==> src/design/dett_pkg.sv <==
// Package of the decayed evidence trust table: widths, fixed-point constants,
// operation and register codes. Depends on nothing; used by every design file.
package dett_pkg;

	localparam int NUM_SENSORS = 16;
	localparam int FRAC_BITS = 16;

	localparam int SENSOR_W = 4;
	localparam int MODE_W = 2;
	localparam int IDX_W = (NUM_SENSORS > 1) ? $clog2(NUM_SENSORS) : 1;

	localparam int COUNT_W = 24;
	localparam int FACT_W = 17;
	localparam int FACT_FRAC = 16;
	localparam int TRUST_W = 17;
	localparam int QUOT_W = 16;
	localparam int DEN_W = COUNT_W + 2;
	localparam int DIV_CNT_W = $clog2(QUOT_W + 1);

	localparam logic [FACT_W-1:0] Q16_ONE = FACT_W'(1) << FACT_FRAC;
	localparam logic [DEN_W-1:0] COUNT_ONE = DEN_W'(1) << FRAC_BITS;
	localparam logic [DEN_W-1:0] COUNT_MAX = DEN_W'({COUNT_W{1'b1}});

	localparam logic [FACT_W-1:0] GOOD_FORGET_RST = FACT_W'(62259);
	localparam logic [FACT_W-1:0] BAD_FORGET_RST = FACT_W'(62259);
	localparam logic [TRUST_W-1:0] DEFAULT_TRUST_RST = TRUST_W'(32768);

	typedef enum logic [MODE_W-1:0] {
		MODE_UPDATE = 2'd0,
		MODE_DECAY  = 2'd1,
		MODE_QUERY  = 2'd2,
		MODE_QUERY2 = 2'd3
	} mode_t;

	typedef enum logic [1:0] {
		REG_GOOD_FORGET   = 2'd0,
		REG_BAD_FORGET    = 2'd1,
		REG_DEFAULT_TRUST = 2'd2,
		REG_UNUSED        = 2'd3
	} reg_idx_t;

	typedef enum logic [6:0] {
		ST_IDLE   = 7'b0000001,
		ST_MULG   = 7'b0000010,
		ST_MULB   = 7'b0000100,
		ST_ADD    = 7'b0001000,
		ST_DIVSET = 7'b0010000,
		ST_DIV    = 7'b0100000,
		ST_OUT    = 7'b1000000
	} state_t;

endpackage

==> src/design/dett_divider.sv <==
// Bit-serial restoring divider of the trust table: one quotient bit a cycle.
// Depends on dett_pkg for its widths.
module dett_divider
	import dett_pkg::*;
(
	input  logic              clk,
	input  logic              arst_n,
	input  logic              start,
	input  logic [DEN_W-1:0]  numer,
	input  logic [DEN_W-1:0]  denom,
	output logic              done,
	output logic [QUOT_W-1:0] quot
);

	logic                 busy_q;
	logic                 done_q;
	logic [DIV_CNT_W-1:0] cnt_q;
	logic [DEN_W-1:0]     rem_q;
	logic [DEN_W-1:0]     den_q;
	logic [QUOT_W-1:0]    quot_q;

	logic [DEN_W:0] shifted;
	logic [DEN_W:0] diff;
	logic           fits;

	// The remainder stays below the divisor, so one doubled remainder needs one extra bit.
	assign shifted = {rem_q, 1'b0};
	assign diff = shifted - {1'b0, den_q};
	assign fits = (shifted >= {1'b0, den_q});

	always_ff @(posedge clk or negedge arst_n) begin
		if (!arst_n) begin
			busy_q <= 1'b0;
			done_q <= 1'b0;
			cnt_q <= '0;
		end else begin
			done_q <= 1'b0;
			if (start) begin
				busy_q <= 1'b1;
				cnt_q <= DIV_CNT_W'(QUOT_W);
			end else if (busy_q) begin
				cnt_q <= cnt_q - DIV_CNT_W'(1);
				if (cnt_q == DIV_CNT_W'(1)) begin
					busy_q <= 1'b0;
					done_q <= 1'b1;
				end
			end
		end
	end

	always_ff @(posedge clk) begin
		if (start) begin
			rem_q <= numer;
			den_q <= denom;
			quot_q <= '0;
		end else if (busy_q) begin
			rem_q <= fits ? diff[DEN_W-1:0] : shifted[DEN_W-1:0];
			quot_q <= {quot_q[QUOT_W-2:0], fits};
		end
	end

	assign done = done_q;
	assign quot = quot_q;

endmodule

==> src/design/decayed_evidence_trust_table.sv <==
// Top level of the decayed evidence trust table: sequencer, count storage,
// shared multiplier and output register. Depends on dett_pkg and dett_divider.
//
// Each transaction on the slave stream carries one operation: s_tuser holds the
// mode (update, decay or query) and s_tdata the sensor index and, for an update,
// the outcome of the check. Every operation yields exactly one transaction on the
// master stream with the sensor's trust in Q1.16 and, in m_tuser, a flag that is
// set when the sensor has counts of its own. Forgetting factors and the default
// trust are to be written through the plain write port only while the block is
// idle; the block itself does not enforce this.
//
// An update or decay runs two multiplier passes, one add, a divider load, the
// divider, which yields the quotient one bit at a time, the quotient capture and
// the output load. A query of a known sensor skips the multiplier and the add, and
// a query of an unknown sensor goes straight to the output load. s_tready is high
// only while the sequencer is idle, so the block takes no new operation until the
// last one's result is in the output register. Reset restores the register
// defaults and marks every sensor unseen. When the receiver stalls, the result
// waits in the output register; the block still accepts the next operation and
// holds its result until the output register is free.
module decayed_evidence_trust_table
	import dett_pkg::*;
(
	input  logic               clk,
	input  logic               arst_n,
	// Configuration write port.
	input  logic               cfg_we,
	input  logic [1:0]         cfg_index,
	input  logic [FACT_W-1:0]  cfg_wdata,
	// Operation stream.
	input  logic               s_tvalid,
	output logic               s_tready,
	input  logic [7:0]         s_tdata,  // [3:0] sensor, [4] is_good, [7:5] zero
	input  logic [MODE_W-1:0]  s_tuser,  // [1:0] mode
	// Result stream.
	output logic               m_tvalid,
	input  logic               m_tready,
	output logic [23:0]        m_tdata,  // [16:0] trust, [23:17] zero
	output logic               m_tuser   // [0] known
);

	function automatic logic [FACT_W-1:0] clamp_one(input logic [FACT_W-1:0] v);
		return (v > Q16_ONE) ? Q16_ONE : v;
	endfunction

	// Configuration registers.
	logic [FACT_W-1:0]  good_forget_q;
	logic [FACT_W-1:0]  bad_forget_q;
	logic [TRUST_W-1:0] default_trust_q;

	always_ff @(posedge clk or negedge arst_n) begin
		if (!arst_n) begin
			good_forget_q <= GOOD_FORGET_RST;
			bad_forget_q <= BAD_FORGET_RST;
			default_trust_q <= DEFAULT_TRUST_RST;
		end else if (cfg_we) begin
			unique case (reg_idx_t'(cfg_index))
				REG_GOOD_FORGET:   good_forget_q <= cfg_wdata;
				REG_BAD_FORGET:    bad_forget_q <= cfg_wdata;
				REG_DEFAULT_TRUST: default_trust_q <= TRUST_W'(cfg_wdata);
				default: ;
			endcase
		end
	end

	// Sensor storage. Counts are only read for seen sensors, so they need no reset.
	logic [NUM_SENSORS-1:0] seen_q;
	logic [COUNT_W-1:0]     good_mem [NUM_SENSORS];
	logic [COUNT_W-1:0]     bad_mem [NUM_SENSORS];

	state_t             state_q;
	logic [IDX_W-1:0]   idx_q;
	mode_t              mode_q;
	logic               is_good_q;
	logic [COUNT_W-1:0] g_q;
	logic [COUNT_W-1:0] b_q;
	logic [TRUST_W-1:0] res_trust_q;
	logic               res_known_q;
	logic               m_tvalid_q;
	logic [TRUST_W-1:0] m_trust_q;
	logic               m_known_q;

	logic             accept;
	logic [SENSOR_W-1:0] in_sensor;
	logic             in_good;
	mode_t            in_mode;
	logic [IDX_W-1:0] in_idx;
	logic             in_range;
	logic             in_seen;
	logic             in_touch;
	logic             cur_touch;
	logic             out_load;

	assign in_sensor = s_tdata[SENSOR_W-1:0];
	assign in_good = s_tdata[SENSOR_W];
	assign in_mode = mode_t'(s_tuser);
	assign in_idx = IDX_W'(in_sensor);
	assign in_range = (32'(in_sensor) < NUM_SENSORS);
	assign in_seen = seen_q[in_idx];
	assign in_touch = (in_mode == MODE_UPDATE) || (in_mode == MODE_DECAY);
	assign cur_touch = (mode_q == MODE_UPDATE) || (mode_q == MODE_DECAY);

	assign s_tready = (state_q == ST_IDLE);
	assign accept = s_tvalid && s_tready;

	// The output register takes a new result when it is empty or being emptied.
	assign out_load = (state_q == ST_OUT) && (!m_tvalid_q || m_tready);

	// One multiplier serves both counts, the good one first, then the bad one.
	logic [COUNT_W-1:0]        mul_count;
	logic [FACT_W-1:0]         mul_factor;
	logic [COUNT_W+FACT_W-1:0] mul_prod;
	logic [COUNT_W-1:0]        mul_scaled;

	assign mul_count = (state_q == ST_MULG) ? g_q : b_q;
	assign mul_factor = (state_q == ST_MULG) ? clamp_one(good_forget_q) : clamp_one(bad_forget_q);
	assign mul_prod = (COUNT_W+FACT_W)'(mul_count) * (COUNT_W+FACT_W)'(mul_factor);
	// A factor of at most one never grows the count, so the slice cannot overflow.
	assign mul_scaled = mul_prod[COUNT_W+FACT_FRAC-1:FACT_FRAC];

	// Saturating addition of one unit of evidence to the selected count.
	logic [COUNT_W-1:0] add_src;
	logic [DEN_W-1:0]   add_sum;
	logic [COUNT_W-1:0] add_sat;

	assign add_src = is_good_q ? g_q : b_q;
	assign add_sum = DEN_W'(add_src) + COUNT_ONE;
	assign add_sat = (add_sum > COUNT_MAX) ? COUNT_MAX[COUNT_W-1:0] : add_sum[COUNT_W-1:0];

	// Trust ratio (g + 1) / (g + b + 2) in Q0.16.
	logic [DEN_W-1:0]  div_numer;
	logic [DEN_W-1:0]  div_denom;
	logic              div_start;
	logic              div_done;
	logic [QUOT_W-1:0] div_quot;

	assign div_numer = DEN_W'(g_q) + COUNT_ONE;
	assign div_denom = DEN_W'(g_q) + DEN_W'(b_q) + (COUNT_ONE << 1);
	assign div_start = (state_q == ST_DIVSET);

	dett_divider u_div (
		.clk    (clk),
		.arst_n (arst_n),
		.start  (div_start),
		.numer  (div_numer),
		.denom  (div_denom),
		.done   (div_done),
		.quot   (div_quot)
	);

	// Sequencer and control state.
	always_ff @(posedge clk or negedge arst_n) begin
		if (!arst_n) begin
			state_q <= ST_IDLE;
			seen_q <= '0;
			m_tvalid_q <= 1'b0;
		end else begin
			if (out_load) begin
				m_tvalid_q <= 1'b1;
			end else if (m_tready) begin
				m_tvalid_q <= 1'b0;
			end
			unique case (state_q)
				ST_IDLE: begin
					if (accept) begin
						if (!in_range) begin
							state_q <= ST_OUT;
						end else if (in_touch) begin
							state_q <= ST_MULG;
						end else if (in_seen) begin
							state_q <= ST_DIVSET;
						end else begin
							state_q <= ST_OUT;
						end
					end
				end
				ST_MULG: state_q <= ST_MULB;
				ST_MULB: state_q <= ST_ADD;
				ST_ADD: state_q <= ST_DIVSET;
				ST_DIVSET: begin
					if (cur_touch) begin
						seen_q[idx_q] <= 1'b1;
					end
					state_q <= ST_DIV;
				end
				ST_DIV: begin
					if (div_done) begin
						state_q <= ST_OUT;
					end
				end
				ST_OUT: begin
					if (out_load) begin
						state_q <= ST_IDLE;
					end
				end
				default: state_q <= ST_IDLE;
			endcase
		end
	end

	// Working registers, storage writes and result payload.
	always_ff @(posedge clk) begin
		unique case (state_q)
			ST_IDLE: begin
				if (accept) begin
					idx_q <= in_idx;
					mode_q <= in_mode;
					is_good_q <= in_good;
					// A first touch starts both counts at zero.
					g_q <= (in_range && in_seen) ? good_mem[in_idx] : '0;
					b_q <= (in_range && in_seen) ? bad_mem[in_idx] : '0;
					res_trust_q <= clamp_one(default_trust_q);
					res_known_q <= 1'b0;
				end
			end
			ST_MULG: g_q <= mul_scaled;
			ST_MULB: b_q <= mul_scaled;
			ST_ADD: begin
				if (mode_q == MODE_UPDATE) begin
					if (is_good_q) begin
						g_q <= add_sat;
					end else begin
						b_q <= add_sat;
					end
				end
			end
			ST_DIVSET: begin
				if (cur_touch) begin
					good_mem[idx_q] <= g_q;
					bad_mem[idx_q] <= b_q;
				end
				res_known_q <= 1'b1;
			end
			ST_DIV: begin
				if (div_done) begin
					res_trust_q <= TRUST_W'(div_quot);
				end
			end
			ST_OUT: begin
				if (out_load) begin
					m_trust_q <= res_trust_q;
					m_known_q <= res_known_q;
				end
			end
			default: ;
		endcase
	end

	assign m_tvalid = m_tvalid_q;
	assign m_tdata = {(24 - TRUST_W)'(0), m_trust_q};
	assign m_tuser = m_known_q;

endmodule
==> config.mk <==
export PLATFORM = sky130hd
export DESIGN_NAME = decayed_evidence_trust_table
export DESIGN_NICKNAME = d
export VERILOG_FILES = /design/src/design/dett_pkg.sv /design/src/design/dett_divider.sv /design/src/design/decayed_evidence_trust_table.sv
export SDC_FILE = /design/constraint.sdc
export NUM_CORES = 2
export LEC_CHECK = 0
export BUFFER_PORTS_ARGS = -buffer_cell sky130_fd_sc_hd__buf_2
export CAP_MARGIN = 20
export CORE_MARGIN = 8
export CORE_UTILIZATION = 36
export DETAILED_ROUTE_END_ITERATION = 12
export SETUP_SLACK_MARGIN = 0.5
export SLEW_MARGIN = 25
export SYNTH_ARGS = -nofsm -noshare
export SYNTH_HDL_FRONTEND = slang
export SYNTH_HIERARCHICAL = 1
export SYNTH_SLANG_ARGS = --single-unit
==> constraint.sdc <==
create_clock -name clk -period 7.5 [get_ports clk]
set_input_delay 1.5 -clock clk [delete_from_list [all_inputs] [get_ports clk]]
set_output_delay 1.5 -clock clk [all_outputs]
set_load 0.03 [all_outputs]
; After elaboration in Yosys (flattened, before gate mapping)
; Memory sizes are Yosys's and may differ from the RTL's.
; Index checks and enable logic that the tools add are counted.
; W data, S select, Z words.
[classes]
add_sub_neg = 6
multipliers = 1
magnitude_cmp = 8
n_eq_ne = 18
n_mux = 48
n_bitwise = 1
n_reduce_logical = 27
[ops]
columns = cell, n
row1 = $mux W24, 11
row2 = $pmux W24 S3, 2
row3 = $mux W17, 6
row4 = $mux W26, 3
row5 = $gt A17 B17 Y1 const B, 3
row6 = $add A24 B17 Y25 const B, 2
row7 = $pmux W7 S7, 1
row8 = $mul A24 B17 Y40, 1
row9 = $mux W7, 5
row10 = $pmux W17 S2, 1
row11 = $ge A27 B26 Y1, 1
row12 = $add A25 B18 Y26 const B, 1
row13 = $sub A26 B26 Y26, 1
row14 = $add A24 B24 Y25, 1
row15 = $gt A25 B24 Y1 const B, 1
row16 = $or A16 B16 Y16, 1
row17 = $mux W1, 14
row18 = $reduce_and A2 Y1, 7
row19 = $lt A4 B5 Y1 const B, 2
row20 = $mux W5, 2
row21 = $ne A2 B2 Y1 const B, 4
row22 = $reduce_and A4 Y1, 2
row23 = $reduce_bool A2 Y1, 4
row24 = $eq A7 B1 Y1 const B, 1
row25 = other kinds (21), 32
[totals]
ff_bits = 241
mem_bits_rw = 768
in_bits = 34
word_cells = 132
mem_count = 2
[mem_list]
columns = memory, depth, width, read_ports, rd_clocked_by_memory_dff, wr, line_no
row1 = bad_mem, 16, 24, 1, 0, 1, decayed_evidence_trust_table.sv:69  ; logic [COUNT_W-1:0] bad_mem [NUM_SENSORS];
row2 = good_mem, 16, 24, 1, 0, 1, decayed_evidence_trust_table.sv:68  ; logic [COUNT_W-1:0] good_mem [NUM_SENSORS];

; Depth between registers and ports, before layout
[depth]
word_depth = 7
mapped_depth = 33
mapped_depth_nobuf = 29

; Cells and area by module
; The synthesis kept the hierarchy.
[by_module_without_submodules]
columns = mod, instances, cells_each, area_per_inst_um2, seq_area_each_um2
row1 = decayed_evidence_trust_table, 1, 3433, 50764.9, 27699.1
row2 = dett_divider, 1, 447, 4478.0, 2057.0

; Least setup slack after synthesis
; Ideal clock, no wire load.
[synth_path]
path_type = register -> register
from = reg state_q[0]
to = reg b_q[9], data pin
setup_time_ns = 0.272
arrival_time_ns = 7.310
required_time_ns = 7.228
slack_ns = -0.082
stages_incl_launch_ff = 31
synth_period_minus_slack_ns = 7.582
cell_sequence = dfstp_2 > nor4_1 > nor2b_1 > nand3b_1 > buf_2 > inv_2 > a21oi_1 > clkbuf_1 > a22o_1 > clkbuf_1 > buf_2 > nand2_1 > fa_1 > fa_1 > fa_1 > fa_1 > inv_1 > fa_1 > inv_1 > fa_1 > inv_1 > ha_1 > o21ai_0 > nor2_1 > o21ai_0 > a31oi_1 > a221o_1 > a21o_1 > a21oi_1 > xor2_1 > o211ai_1
[synth_between]
elab_chain_len = 4
elab_cells_between_ends = 8
cone_classes = mul (1) / eq/ne (4) / mux (3)
[synth_rtl]
columns = item, line_no
row1 = from (decl), decayed_evidence_trust_table.sv:71  ; state_t state_q;
row2 = from (signal assigned), decayed_evidence_trust_table.sv:154  ; state_q <= ST_IDLE;
row3 = from (signal assigned), decayed_evidence_trust_table.sv:167  ; state_q <= ST_OUT;
row4 = from (signal assigned), decayed_evidence_trust_table.sv:169  ; state_q <= ST_MULG;
row5 = $eq A7 B2 Y1, "decayed_evidence_trust_table.sv:115, decayed_evidence_trust_table.sv:116"
row6 = $mux W24 or $mux W17 (tied branches), "decayed_evidence_trust_table.sv:115, decayed_evidence_trust_table.sv:116"
row7 = $mul A24 B17 Y40, decayed_evidence_trust_table.sv:117  ; assign mul_prod = (COUNT_W+FACT_W)'(mul_count) * (COUNT_W+FACT_W)'(mul_factor);
row8 = $pmux W24 S3 (*), decayed_evidence_trust_table.sv:203  ; unique case (state_q)
row9 = to (signal assigned), decayed_evidence_trust_table.sv:211  ; b_q <= (in_range && in_seen) ? bad_mem[in_idx] : '0;
row10 = to (signal assigned), decayed_evidence_trust_table.sv:217  ; ST_MULB: b_q <= mul_scaled;
row11 = to (signal assigned), decayed_evidence_trust_table.sv:223  ; b_q <= add_sat;
row12 = to (decl), decayed_evidence_trust_table.sv:76  ; logic [COUNT_W-1:0] b_q;
; Every way passes the cells marked *; elsewhere a longest branch is shown, timed or not.
; A chain may end at the register's enable or synchronous reset.

; Worst setup path after layout
[layout_path]
from = reg state_q[2]
to = reg b_q[21], data pin
; The elaborated chain is that of the path after synthesis.

==> results.yml <==
logic_synthesis:
  synthAdderAreaFrac: 0.161
  synth_top_family_by_area: "adder cells"
  synth.cell_area_um2: 55200
  ys_types: 94
  synth-seq-cells: 1009
  ys_warn_count: 6
  synthMuxAreaShare: 0.122
  syn_inst: 3880
  postSynthAreaPerCell_um2: 14.2
  synth_xor_area_frac: 0.0119
  ys_seq_area_frac: 0.539
  synth-compound-area-share: 0.0494
  synth_edf_count: 911
  yosys.area_share.simple: 0.0716
  synth_flop_cell: "edfxtp_1"
  synthArstFlopShare: 0.0813
routing:
  drt_iter0_markers: 2965
  drc: 0
  firstDrtPassIters: 5
  wl_per_cell_um: 23.3
  antenna_left: 0
  drt-total-wl_um: 149000
  vias: 33900
  viasPerCell: 5.28
placed_design:
  port-buffer-count: 50
  gp_congestion: 0.891
  hpwl_um: 100000
  dpl.cell_count: 6162
sta:
  skew_ns: 0.0725
  drv_slew: 0
  rsz0062_at_grt: "yes"
  slew_headroom: 0.304
  period_share: 1.02
  max_freq_mhz: 131
  finalSetupViolCount: 17
  min_period_ns: 7.65
  fin_ws_ns: -0.154
  tightest_slew_ns: 1.04
  finalHoldViolCount: 0
setup_path:
  r2r_start: "state_q[2]$_DFFE_PN0P_"
  crit_path_end_kind: "flip-flop"
  cpPeakStageDelay_ns: 0.57
  r2r_end: "b_q[21]$_DFFE_PP_"
  arrival_ns: 8.08
  critical_path.max_fanout: 7
  reg2reg_slack_ns: -0.15
  critical_path_class: "reg2reg"
  r2r_cells: 32
  endpoint: "b_q[21]$_DFFE_PP_"
  worstSetupStartpoint: "state_q[2]$_DFFE_PN0P_"
  crit_top_cell: "fa_1"
  cp_slowest_cell: "fa_1"
  required_ns: 7.92
  cp-start-kind: "flip-flop"
die:
  die_w_um: 408
  initial_core_util: 0.363
  core_area_um2: 152000
  ios: 61
  die_area_um2: 166000
  die_h_um: 408
  num_rows: 143
layout:
  area_growth_pct: 18.5
  drive_gt1_frac: 0.272
  postLayoutCoreUtil: 0.430
  stdcell_count: 6418
  layout_commonest_cell: "edfxtp_1"
  nets: 4858
  layout_common_cells: "edfxtp_1, inv_1, nand2_1, buf_4, fa_1"
global_route:
  grt_start_max_net_pins: 123
  antenna_found_initial: 5
  grt_pass1_vias: 34900
  track_usage: 0.176
  grt_overflow: 0
  grt_pass1_wl_um: 224000
clocking:
  clk_pin_slew_ns: 0.06
  cts_sinks: 1009
  cts_hold_buf: 0
  clk_path_buf_depth: 3
  cts_made_buffers: 102
  root_buffer: "clkbuf_16"
  htreeDepth: 3
  clock_latency_ns: 0.72
  tritoncts: "built"
status:
  failed_checks: "negative setup slack"
  outcome: "finished with violations"
hold_path:
  hold_class: "reg2reg"
job:
  cap_violations: 0
==> registers in the layout, indices dropped and copies added, names as in the netlist, 24 cells and up <==
| signal | cells |
|---|---|
| b_q | 24 |
| bad_mem | 384 |
| g_q | 24 |
| good_mem | 384 |
| u_div/den_q | 26 |
| u_div/rem_q | 26 |
==> worst min path at each step <==
stage | from | endpoint | slack, ns | cells after the start
CTS | res_trust_q[15]$_DFFE_PP_ | m_trust_q[15]$_DFFE_PP_ | 0.41 | 0
global placement | res_trust_q[15]$_DFFE_PP_ | m_trust_q[15]$_DFFE_PP_ | 0.41 | 0
detailed placement | res_known_q$_DFFE_PP_ | m_tuser$_DFFE_PP_ | 0.41 | 0
global route | res_trust_q[15]$_DFFE_PP_ | m_trust_q[15]$_DFFE_PP_ | 0.41 | 0
floorplan | res_trust_q[0]$_DFFE_PP_ | m_trust_q[0]$_DFFE_PP_ | 0.40 | 0
finish | res_trust_q[15]$_DFFE_PP_ | m_trust_q[15]$_DFFE_PP_ | 0.41 | 0
==> cells by family (layout without fill, tap and decap cells) <==
group | after synthesis | after routing
flops | 1009 | 1009
xor+xnor | 74 | 74
other cells | 1 | 9
fa+ha+maj | 515 | 515
buf+inv | 635 | 1135
mux | 358 | 358
simple gates | 904 | 904
compound gates | 384 | 384
==> cell usage after synthesis (all sizes together), types with 16 or more instances <==
cell    number  share of area
edfxtp     911           0.50
inv        465          0.032
nand2      446          0.030
fa         328           0.12
mux4       245           0.10
nor2       234          0.016
ha         187          0.042
clkbuf      94         0.0064
buf         75         0.0073
o21ai       71         0.0065
a21oi       68         0.0066
mux2        65          0.013
dfrtp       60          0.027
xnor2       50         0.0081
mux2i       48         0.0088
a21o        36         0.0049
o211ai      33         0.0046
nor3        31         0.0028
a22o        29         0.0046
nand3       27         0.0024
or2         25         0.0029
a31oi       24         0.0027
xor2        24         0.0038
nand4       23         0.0026
dfstp       22          0.010
and2        21         0.0024
and3        20         0.0023
nor2b       18         0.0020
a22oi       17         0.0023
o21a        17         0.0023
dfxtp       16         0.0058
==> area by class of cell <==
class	count	area, um2
Timing Repair Buffer	487	4200
Clock buffer	136	2700
Fill cell	13800	86600
Tap cell	2030	2540
Clock inverter	46	477
Antenna cell	1	2.50
Inverter	466	1760
Multi-Input combinational cell	2243	24000
Sequential cell	1009	29800
==> critical path: cells and delay by family, from the launching register on <==
| kind | cells | cell delay (ns) |
|---|---|---|
| AO/OA/AOI/OAI | 7 | 1.20 |
| AND/OR/NAND/NOR | 7 | 1.02 |
| adder cells (fa/ha/maj) | 7 | 3.33 |
| buffers and inverters | 10 | 1.22 |
| flip-flops | 1 | 0.41 |
| XOR/XNOR | 1 | 0.24 |
==> through the flow <==
| step | cell area [um2] | setup TNS, ns | hold slack (ns) | setup slack [ns] |
|---|---|---|---|---|
| global route | 65500 | -9.16 | 0.414 | -0.409 |
| CTS | 64600 | -0.0318 | 0.408 | -0.0199 |
| finish | 65500 | -0.889 | 0.410 | -0.154 |
| floorplan | 55600 | 0 | 0.400 | 0.486 |
| detailed placement | 60700 | -10.81 | 0.406 | -0.496 |
| global placement | 60700 | -7.46 | 0.407 | -0.381 |
==> repair_timing <==
item                                    4_1_cts  5_1_grt
buffers inserted                             21       49
pin swaps                                    55       99
gates cloned                                  2        1
endpoints found under the setup margin       48       48
endpoints found under the hold margin         0        0
gates resized for setup                     113      106
==> routing by layer <==
metal  track usage  vias up  wire [um]
li1              -    14800          -
met1         0.244    17500      63800
met2         0.283     1316      68900
met3        0.0320      294      11400
met4        0.0544        0       5440
met5             0        -          0
Power is not shown: default switching activity piles up to over one toggle a cycle in this logic, so the estimate is an artifact.
